## src/design/uitp_pkg.sv

```systemverilog
// Package for the unsigned integer text parser.
// Holds the parse phase and radix types, the length cap and the digit and
// overflow bound helpers. No dependencies.
package uitp_pkg;

	localparam int MAX_LEN = 4096;
	localparam int POS_W = 12;
	localparam int POS_CAP_I = (MAX_LEN - 1) > 4095 ? 4095 : (MAX_LEN - 1);
	localparam logic [POS_W-1:0] POS_CAP = POS_W'(POS_CAP_I);

	localparam logic [63:0] ALL_ONES = 64'hFFFF_FFFF_FFFF_FFFF;
	localparam logic [63:0] DEC_BOUND_LO = 64'd1844674407370955161;
	localparam logic [63:0] DEC_BOUND_HI = 64'd1844674407370955160;
	localparam logic [63:0] OCT_BOUND = 64'h1FFF_FFFF_FFFF_FFFF;
	localparam logic [63:0] HEX_BOUND = 64'h0FFF_FFFF_FFFF_FFFF;

	typedef enum logic [4:0] {
		PH_IDLE   = 5'b00001,
		PH_LEAD   = 5'b00010,
		PH_SIGNED = 5'b00100,
		PH_ZERO   = 5'b01000,
		PH_DIGITS = 5'b10000
	} phase_t;

	typedef enum logic [1:0] {
		RADIX_DEC = 2'd0,
		RADIX_OCT = 2'd1,
		RADIX_HEX = 2'd2
	} radix_t;

	typedef struct packed {
		logic       valid;
		logic [3:0] value;
	} digit_t;

	// Digit value of a character in the given radix; valid is low for a non-digit.
	function automatic digit_t digit_of(radix_t radix, logic [7:0] c);
		digit_t d;
		d.valid = 1'b0;
		d.value = 4'd0;
		if (radix == RADIX_OCT) begin
			if (c >= "0" && c <= "7") begin
				d.valid = 1'b1;
				d.value = c[3:0];
			end
		end else if (c >= "0" && c <= "9") begin
			d.valid = 1'b1;
			d.value = c[3:0];
		end else if (radix == RADIX_HEX) begin
			if ((c >= "a" && c <= "f") || (c >= "A" && c <= "F")) begin
				d.valid = 1'b1;
				d.value = 4'(c[2:0] + 3'd1) + 4'd8;
			end
		end
		return d;
	endfunction

	// (2^64 - 1 - d) / base for the digits that the radix admits.
	function automatic logic [63:0] bound_of(radix_t radix, logic [3:0] d);
		logic [63:0] b;
		case (radix)
			RADIX_OCT: b = OCT_BOUND;
			RADIX_HEX: b = HEX_BOUND;
			default:   b = (d <= 4'd5) ? DEC_BOUND_LO : DEC_BOUND_HI;
		endcase
		return b;
	endfunction

	// accum * base using shifts, plus one add for decimal.
	function automatic logic [63:0] scale(radix_t radix, logic [63:0] a);
		logic [63:0] r;
		case (radix)
			RADIX_OCT: r = {a[60:0], 3'b000};
			RADIX_HEX: r = {a[59:0], 4'b0000};
			default:   r = {a[60:0], 3'b000} + {a[62:0], 1'b0};
		endcase
		return r;
	endfunction

endpackage

```

## src/design/unsigned_integer_text_parser.sv

```systemverilog
// Top level of the unsigned integer text parser.
// Uses uitp_pkg for the phase and radix types and the digit helpers.
// Single module: input register, parse logic and result register.

// Parses one character per transfer, one transfer per clock when the result
// side keeps up. A character is captured in the input register, then the
// parse step updates the state and, when the number ends, loads the result
// register. The input side stalls only while a held result waits for
// m_tready. Set s_tuser on the first character of each string; characters
// after a result and before the next start are dropped without a result.
// end_offset saturates at 4095.
module unsigned_integer_text_parser
	import uitp_pkg::*;
(
	input  logic        clk,
	input  logic        arst_n,
	input  logic        s_tvalid,
	output logic        s_tready,
	input  logic [7:0]  s_tdata,   // [7:0] ch
	input  logic        s_tuser,   // [0] first
	output logic        m_tvalid,
	input  logic        m_tready,
	output logic [79:0] m_tdata,   // [63:0] value, [75:64] end_offset, [79:76] zero
	output logic [1:0]  m_tuser    // [0] overflowed, [1] no_digits
);

	logic             valid_s1;
	logic [7:0]       ch_s1;
	logic             first_s1;

	phase_t           phase_q;
	logic             negative_q;
	radix_t           radix_q;
	logic [63:0]      accum_q;
	logic [POS_W-1:0] position_q;

	logic             out_valid_q;
	logic [63:0]      value_q;
	logic [POS_W-1:0] offset_q;
	logic             ovf_q;
	logic             nod_q;

	logic             advance;
	logic             proc;

	phase_t           ph;
	logic             neg_c;
	radix_t           radix_c;
	logic [63:0]      acc_c;
	logic [POS_W-1:0] pos_c;

	phase_t           phase_d;
	logic             negative_d;
	radix_t           radix_d;
	logic [63:0]      accum_d;
	logic             emit;
	logic [63:0]      emit_value;
	logic             emit_ovf;
	logic             emit_nod;

	logic             lead_digit;
	logic             take;
	radix_t           take_radix;
	logic [63:0]      take_acc;
	digit_t           dig;

	assign advance  = !out_valid_q || m_tready;
	assign proc     = valid_s1 && advance;
	assign s_tready = !valid_s1 || advance;

	always_comb begin
		ph      = first_s1 ? PH_LEAD : phase_q;
		neg_c   = first_s1 ? 1'b0 : negative_q;
		radix_c = first_s1 ? RADIX_DEC : radix_q;
		acc_c   = first_s1 ? 64'd0 : accum_q;
		pos_c   = first_s1 ? '0 : position_q;

		phase_d    = ph;
		negative_d = neg_c;
		radix_d    = radix_c;
		accum_d    = acc_c;
		emit       = 1'b0;
		emit_value = 64'd0;
		emit_ovf   = 1'b0;
		emit_nod   = 1'b0;
		lead_digit = 1'b0;
		take       = 1'b0;
		take_radix = radix_c;
		take_acc   = acc_c;

		case (ph)
			PH_LEAD: begin
				if (ch_s1 == "-") begin
					negative_d = 1'b1;
					phase_d    = PH_SIGNED;
				end else if (ch_s1 == "+") begin
					phase_d = PH_SIGNED;
				end else if (!(ch_s1 inside {" ", 8'h09})) begin
					lead_digit = 1'b1;
				end
			end
			PH_SIGNED: lead_digit = 1'b1;
			PH_ZERO: begin
				accum_d = 64'd0;
				phase_d = PH_DIGITS;
				if (ch_s1 inside {"x", "X"}) begin
					radix_d = RADIX_HEX;
				end else begin
					radix_d    = RADIX_OCT;
					take       = 1'b1;
					take_radix = RADIX_OCT;
					take_acc   = 64'd0;
				end
			end
			PH_DIGITS: take = 1'b1;
			default: ;
		endcase

		// The first character after the whitespace and sign.
		if (lead_digit) begin
			if (ch_s1 == "0") begin
				phase_d = PH_ZERO;
			end else if (ch_s1 inside {["1":"9"]}) begin
				radix_d = RADIX_DEC;
				accum_d = {60'd0, ch_s1[3:0]};
				phase_d = PH_DIGITS;
			end else begin
				emit     = 1'b1;
				emit_nod = 1'b1;
			end
		end

		dig = digit_of(take_radix, ch_s1);
		if (take) begin
			if (!dig.valid) begin
				emit       = 1'b1;
				emit_value = neg_c ? 64'd0 - take_acc : take_acc;
			end else if (take_acc >= bound_of(take_radix, dig.value)) begin
				emit       = 1'b1;
				emit_value = ALL_ONES;
				emit_ovf   = 1'b1;
			end else begin
				accum_d = scale(take_radix, take_acc) + {60'd0, dig.value};
			end
		end

		if (emit) begin
			phase_d = PH_IDLE;
		end
	end

	always_ff @(posedge clk or negedge arst_n) begin
		if (!arst_n) begin
			valid_s1 <= 1'b0;
		end else if (s_tready) begin
			valid_s1 <= s_tvalid;
		end
	end

	always_ff @(posedge clk) begin
		if (s_tready && s_tvalid) begin
			ch_s1    <= s_tdata;
			first_s1 <= s_tuser;
		end
	end

	always_ff @(posedge clk or negedge arst_n) begin
		if (!arst_n) begin
			phase_q    <= PH_IDLE;
			negative_q <= 1'b0;
			radix_q    <= RADIX_DEC;
			accum_q    <= 64'd0;
			position_q <= '0;
		end else if (proc) begin
			phase_q    <= phase_d;
			negative_q <= negative_d;
			radix_q    <= radix_d;
			accum_q    <= accum_d;
			// Idle characters leave the position alone.
			if (ph != PH_IDLE && !emit && pos_c < POS_CAP) begin
				position_q <= pos_c + 1'b1;
			end else begin
				position_q <= pos_c;
			end
		end
	end

	always_ff @(posedge clk or negedge arst_n) begin
		if (!arst_n) begin
			out_valid_q <= 1'b0;
		end else if (proc && emit) begin
			out_valid_q <= 1'b1;
		end else if (m_tready) begin
			out_valid_q <= 1'b0;
		end
	end

	always_ff @(posedge clk) begin
		if (proc && emit) begin
			value_q  <= emit_value;
			offset_q <= pos_c;
			ovf_q    <= emit_ovf;
			nod_q    <= emit_nod;
		end
	end

	assign m_tvalid = out_valid_q;
	assign m_tdata  = {4'd0, offset_q, value_q};
	assign m_tuser  = {nod_q, ovf_q};

	a_stall_only_on_full: assert property (@(posedge clk) disable iff (!arst_n)
		!s_tready |-> (m_tvalid && !m_tready && valid_s1))
		else $error("input stalled without a blocked result");

	a_flags_exclusive: assert property (@(posedge clk) disable iff (!arst_n)
		m_tvalid |-> !(m_tuser[0] && m_tuser[1]))
		else $error("overflow and no-digit flags both set");

	a_overflow_value: assert property (@(posedge clk) disable iff (!arst_n)
		(m_tvalid && m_tuser[0]) |-> (m_tdata[63:0] == ALL_ONES))
		else $error("overflow result is not all ones");

	a_no_digit_value: assert property (@(posedge clk) disable iff (!arst_n)
		(m_tvalid && m_tuser[1]) |-> (m_tdata[63:0] == 64'd0))
		else $error("no-digit result is not zero");

	a_emit_goes_idle: assert property (@(posedge clk) disable iff (!arst_n)
		(proc && emit) |=> (phase_q == PH_IDLE))
		else $error("parser did not stop after a result");

endmodule

```

## config.mk

```make
export PLATFORM = sky130hd
export DESIGN_NAME = unsigned_integer_text_parser
export DESIGN_NICKNAME = d
export VERILOG_FILES = /design/src/design/uitp_pkg.sv /design/src/design/unsigned_integer_text_parser.sv
export SDC_FILE = /design/constraint.sdc
export NUM_CORES = 1
export LEC_CHECK = 0
export BUFFER_PORTS_ARGS = -buffer_cell sky130_fd_sc_hd__buf_2
export CORE_UTILIZATION = 40
export CTS_CLUSTER_DIAMETER = 120
export DETAILED_ROUTE_END_ITERATION = 7
export GPL_ROUTABILITY_DRIVEN = 0
export HOLD_SLACK_MARGIN = 0.02
export PLACE_DENSITY = 0.6
export RECOVER_POWER = 50
export SLEW_MARGIN = 10
export SYNTH_ARGS = -nofsm -noshare
export SYNTH_HDL_FRONTEND = slang
export SYNTH_SLANG_ARGS = --single-unit
```

## constraint.sdc

```tcl
create_clock -name clk -period 15.35 [get_ports clk]
set_clock_uncertainty 0.1 [all_clocks]
set_input_delay 0 -clock clk [delete_from_list [all_inputs] [get_ports clk]]
set_output_delay 0 -clock clk [all_outputs]
set_load 0.02 [all_outputs]
```

==> results.py <==
metrics = {
    "run_status": {
        "status": "finished, violations left",
        "violations": "max-capacitance violations, max-slew violations",
    },
    "global_route": {
        "grt_start_max_net_pins": 68,
        "antenna_found_initial": 0,
        "grt_pass1_wl_um": 93300,
        "gr-total-overflow": 0,
        "grtUsageTotal": 0.271,
        "grt_pass1_vias": 16000,
    },
    "routing": {
        "firstDrtPassIters": 7,
        "wl_per_cell_um": 22.1,
        "viasPerCell": 6.35,
        "drc": 0,
        "wl_um": 61000,
        "vias": 17500,
        "drt_iter0_drc": 2038,
        "drt.antenna.violating_nets": 0,
    },
    "worst_hold_path": {
        "min_path_type": "in -> reg",
    },
    "synth": {
        "syn_inst": 2176,
        "synth_top_cells_by_count": "260 x nand2_1, 196 x a21oi_1, 173 x o21ai_0",
        "synth.avg_cell_area_um2": 7.95,
        "synthesis.area_um2": 17300,
        "synth.most_common_cell": "nand2_1",
        "ys_async_sr_fraction": 0.497,
        "synth_top_cell_by_area": "edfxtp_1",
        "synthTopCellsByArea": "edfxtp_1 15%, dfrtp_1 12%, ha_1 7.4%",
        "synth_edf_count": 87,
        "ys_ff_latch": 173,
        "ys_seq_area_frac": 0.275,
        "synthFlopType": "edfxtp_1",
        "synthDominantCellAreaShare": 0.151,
        "yosys_warnings": 0,
        "synth_cell_types": 113,
    },
    "layout": {
        "drive_gt1_frac": 0.0586,
        "layout.nets": 2289,
        "synthToLayoutAreaGrowth_pct": 7.32,
        "finalNonFillerCells": 2761,
        "num_antenna_cells": 0,
    },
    "critical_path": {
        "crit_fanout": 66,
        "worst_setup_path_start_kind": "register",
        "crit_top_cell": "clkbuf_1",
        "worstSetupPathType": "reg -> reg",
        "cp.arrival_ps": 11020,
        "required_ps": 15330,
        "max_stage_delay_ps": 1640,
        "cp_slowest_cell": "clkbuf_1",
        "endpoint_kind": "register",
    },
    "floorplanning": {
        "boundaryPins": 97,
        "die_h_um": 210,
        "start_util": 0.409,
        "dieArea_um2": 44100,
        "rows": 75,
        "die_w_um": 210,
        "core_um2": 42300,
    },
    "timing": {
        "drv_slew": 227,
        "rsz0062_at_grt": "false",
        "finalCriticalPeriod_ps": 11040,
        "worst_slew_pin_slew_ps": 2710,
        "period_share": 0.720,
        "fin_tns_setup_ps": 0,
        "hold_viol_final": 0,
        "maxClockFrequency_ghz": 0.0905,
        "setup_viol": 0,
        "slew_headroom": -0.809,
    },
    "clock_network": {
        "clk_pin_slew_ps": 60,
        "cts_resized": 0,
        "cts_root_buf": "clkbuf_16",
        "cts_made_buffers": 17,
        "clkSinkCount": 173,
        "cts_tree": "done",
        "insertion_delay_ps": 460,
        "cts-htree-levels": 4,
        "cts_max_path_buffers": 2,
    },
    "placement": {
        "place_hpwl_um": 45500,
        "portBuffers": 92,
        "dp.cells": 2714,
    },
    "run": {
        "cap_violations": 5,
    },
    "power_and_ir_drop": {
        "irDropWorstVdd_v": 0.0000836,
        "p_leak_uw": 0.00701,
        "pwr_density_cell_nw_per_um2": 58.9,
    },
}
layout make-up:
| cell class | count | area (µm²) |
|---|---|---|
| Fill cell | 4225 | 23800 |
| Multi-Input combinational cell | 1802 | 11700 |
| Sequential cell | 173 | 4770 |
| Tap cell | 577 | 722 |
| Timing Repair Buffer | 129 | 651 |
| Clock buffer | 20 | 447 |
| Inverter | 48 | 180 |
| Clock inverter | 12 | 86.3 |
final timing paths:
kind	start	endpoint	slack, ps	cells after the start
worst max-delay path	first_s1	value_q[53]	4310	28
worst min-delay path	s_tuser	first_s1	180	2
worst max register to register	first_s1	value_q[53]	4310	28
worst min register to register	accum_q[54]	accum_q[54]	390	2
max in group asynchronous	arst_n	accum_q[5]	10340	4
min in group asynchronous	arst_n	position_q[7]	1300	3
state kept, by name, indices dropped and copies added, names as in the netlist, 2 cells and up:
signal and flops:
position_q 12, phase_q 5, value_q 64, accum_q 64, offset_q 12, ch_s1 8
radix_q 2
cells in the final DEF (no fill, tap or decap), drive strengths merged, types with 14 or more instances in the layout:
| master | netlist | layout |
|---|---|---|
| ha | 103 | 103 |
| or3 | 29 | 29 |
| xor2 | 52 | 52 |
| buf | 54 | 24 |
| o31ai | 14 | 14 |
| o21a | 22 | 22 |
| o21bai | 14 | 14 |
| o21ai | 186 | 186 |
| clkbuf | 102 | 110 |
| dfrtp | 85 | 85 |
| dlygate4sd3 | 0 | 15 |
| xnor2 | 74 | 74 |
| nor2b | 27 | 27 |
| a21oi | 202 | 202 |
| nor3 | 59 | 59 |
| a21o | 36 | 36 |
| a22oi | 40 | 40 |
| nor2 | 150 | 150 |
| a211oi | 22 | 22 |
| nand3 | 49 | 49 |
| a31oi | 40 | 40 |
| a22o | 25 | 25 |
| nor4 | 26 | 26 |
| nand2b | 19 | 19 |
| nand4 | 49 | 49 |
| nand2 | 262 | 262 |
| edfxtp | 87 | 87 |
| inv | 48 | 52 |
| and3 | 59 | 59 |
routing by layer:
| layer | wire, µm | part of all wire | vias up | track usage |
|---|---|---|---|---|
| li1 | - | - | 8150 | - |
| met1 | 27900 | 0.46 | 8387 | 0.396 |
| met2 | 25600 | 0.42 | 890 | 0.402 |
| met3 | 5900 | 0.097 | 105 | 0.0517 |
| met4 | 1630 | 0.027 | 0 | 0.0841 |
| met5 | 0 | 0 | - | 0 |
timing repair:
item	CTS	global route
setup buffers	0	0
hold endpoints to repair	50	0
hold buffers	15	0
power breakdown:
part	internal [µW]	total (µW)	switching, µW	leakage, µW
combinational	33.8	145	111	0.00473
clock	212	409	197	0.000253
sequential	523	540	16.7	0.00203
kinds of logic after synthesis:
group           after synthesis  share of synthesized area
compound gates              743                      0.282
other cells                   1                   0.000217
flops                       173                      0.275
xor+xnor                    126                     0.0638
simple gates                815                      0.245
buf+inv                     204                     0.0513
fa+ha+maj                   105                     0.0768
mux                           9                    0.00549
worst max-delay path, delay by kind of cell (launching register included):
kind                     cells  cell delay, ps
adder cells (fa/ha/maj)      2             450
AND/OR/NAND/NOR              9            1970
buffers and inverters        6            4960
AO/OA/AOI/OAI               11            2750
flip-flops                   1             330
metrics by stage:
step | total power, µW | util | setup slack (ps) | hold WS (ps) | cell area, µm²
floorplan | 645 | - | 4690 | -396 | 17300
global placement | 695 | 0.426 | 7760 | -61.6 | 18000
detailed placement | 696 | 0.426 | 7610 | -58.0 | 18000
finish | 1090 | 0.439 | 4310 | 177 | 18600
CTS | 1110 | 0.442 | 7550 | 156 | 18700
global route | 1130 | 0.439 | 3470 | 176 | 18600
(Power assumes the default switching activity.)
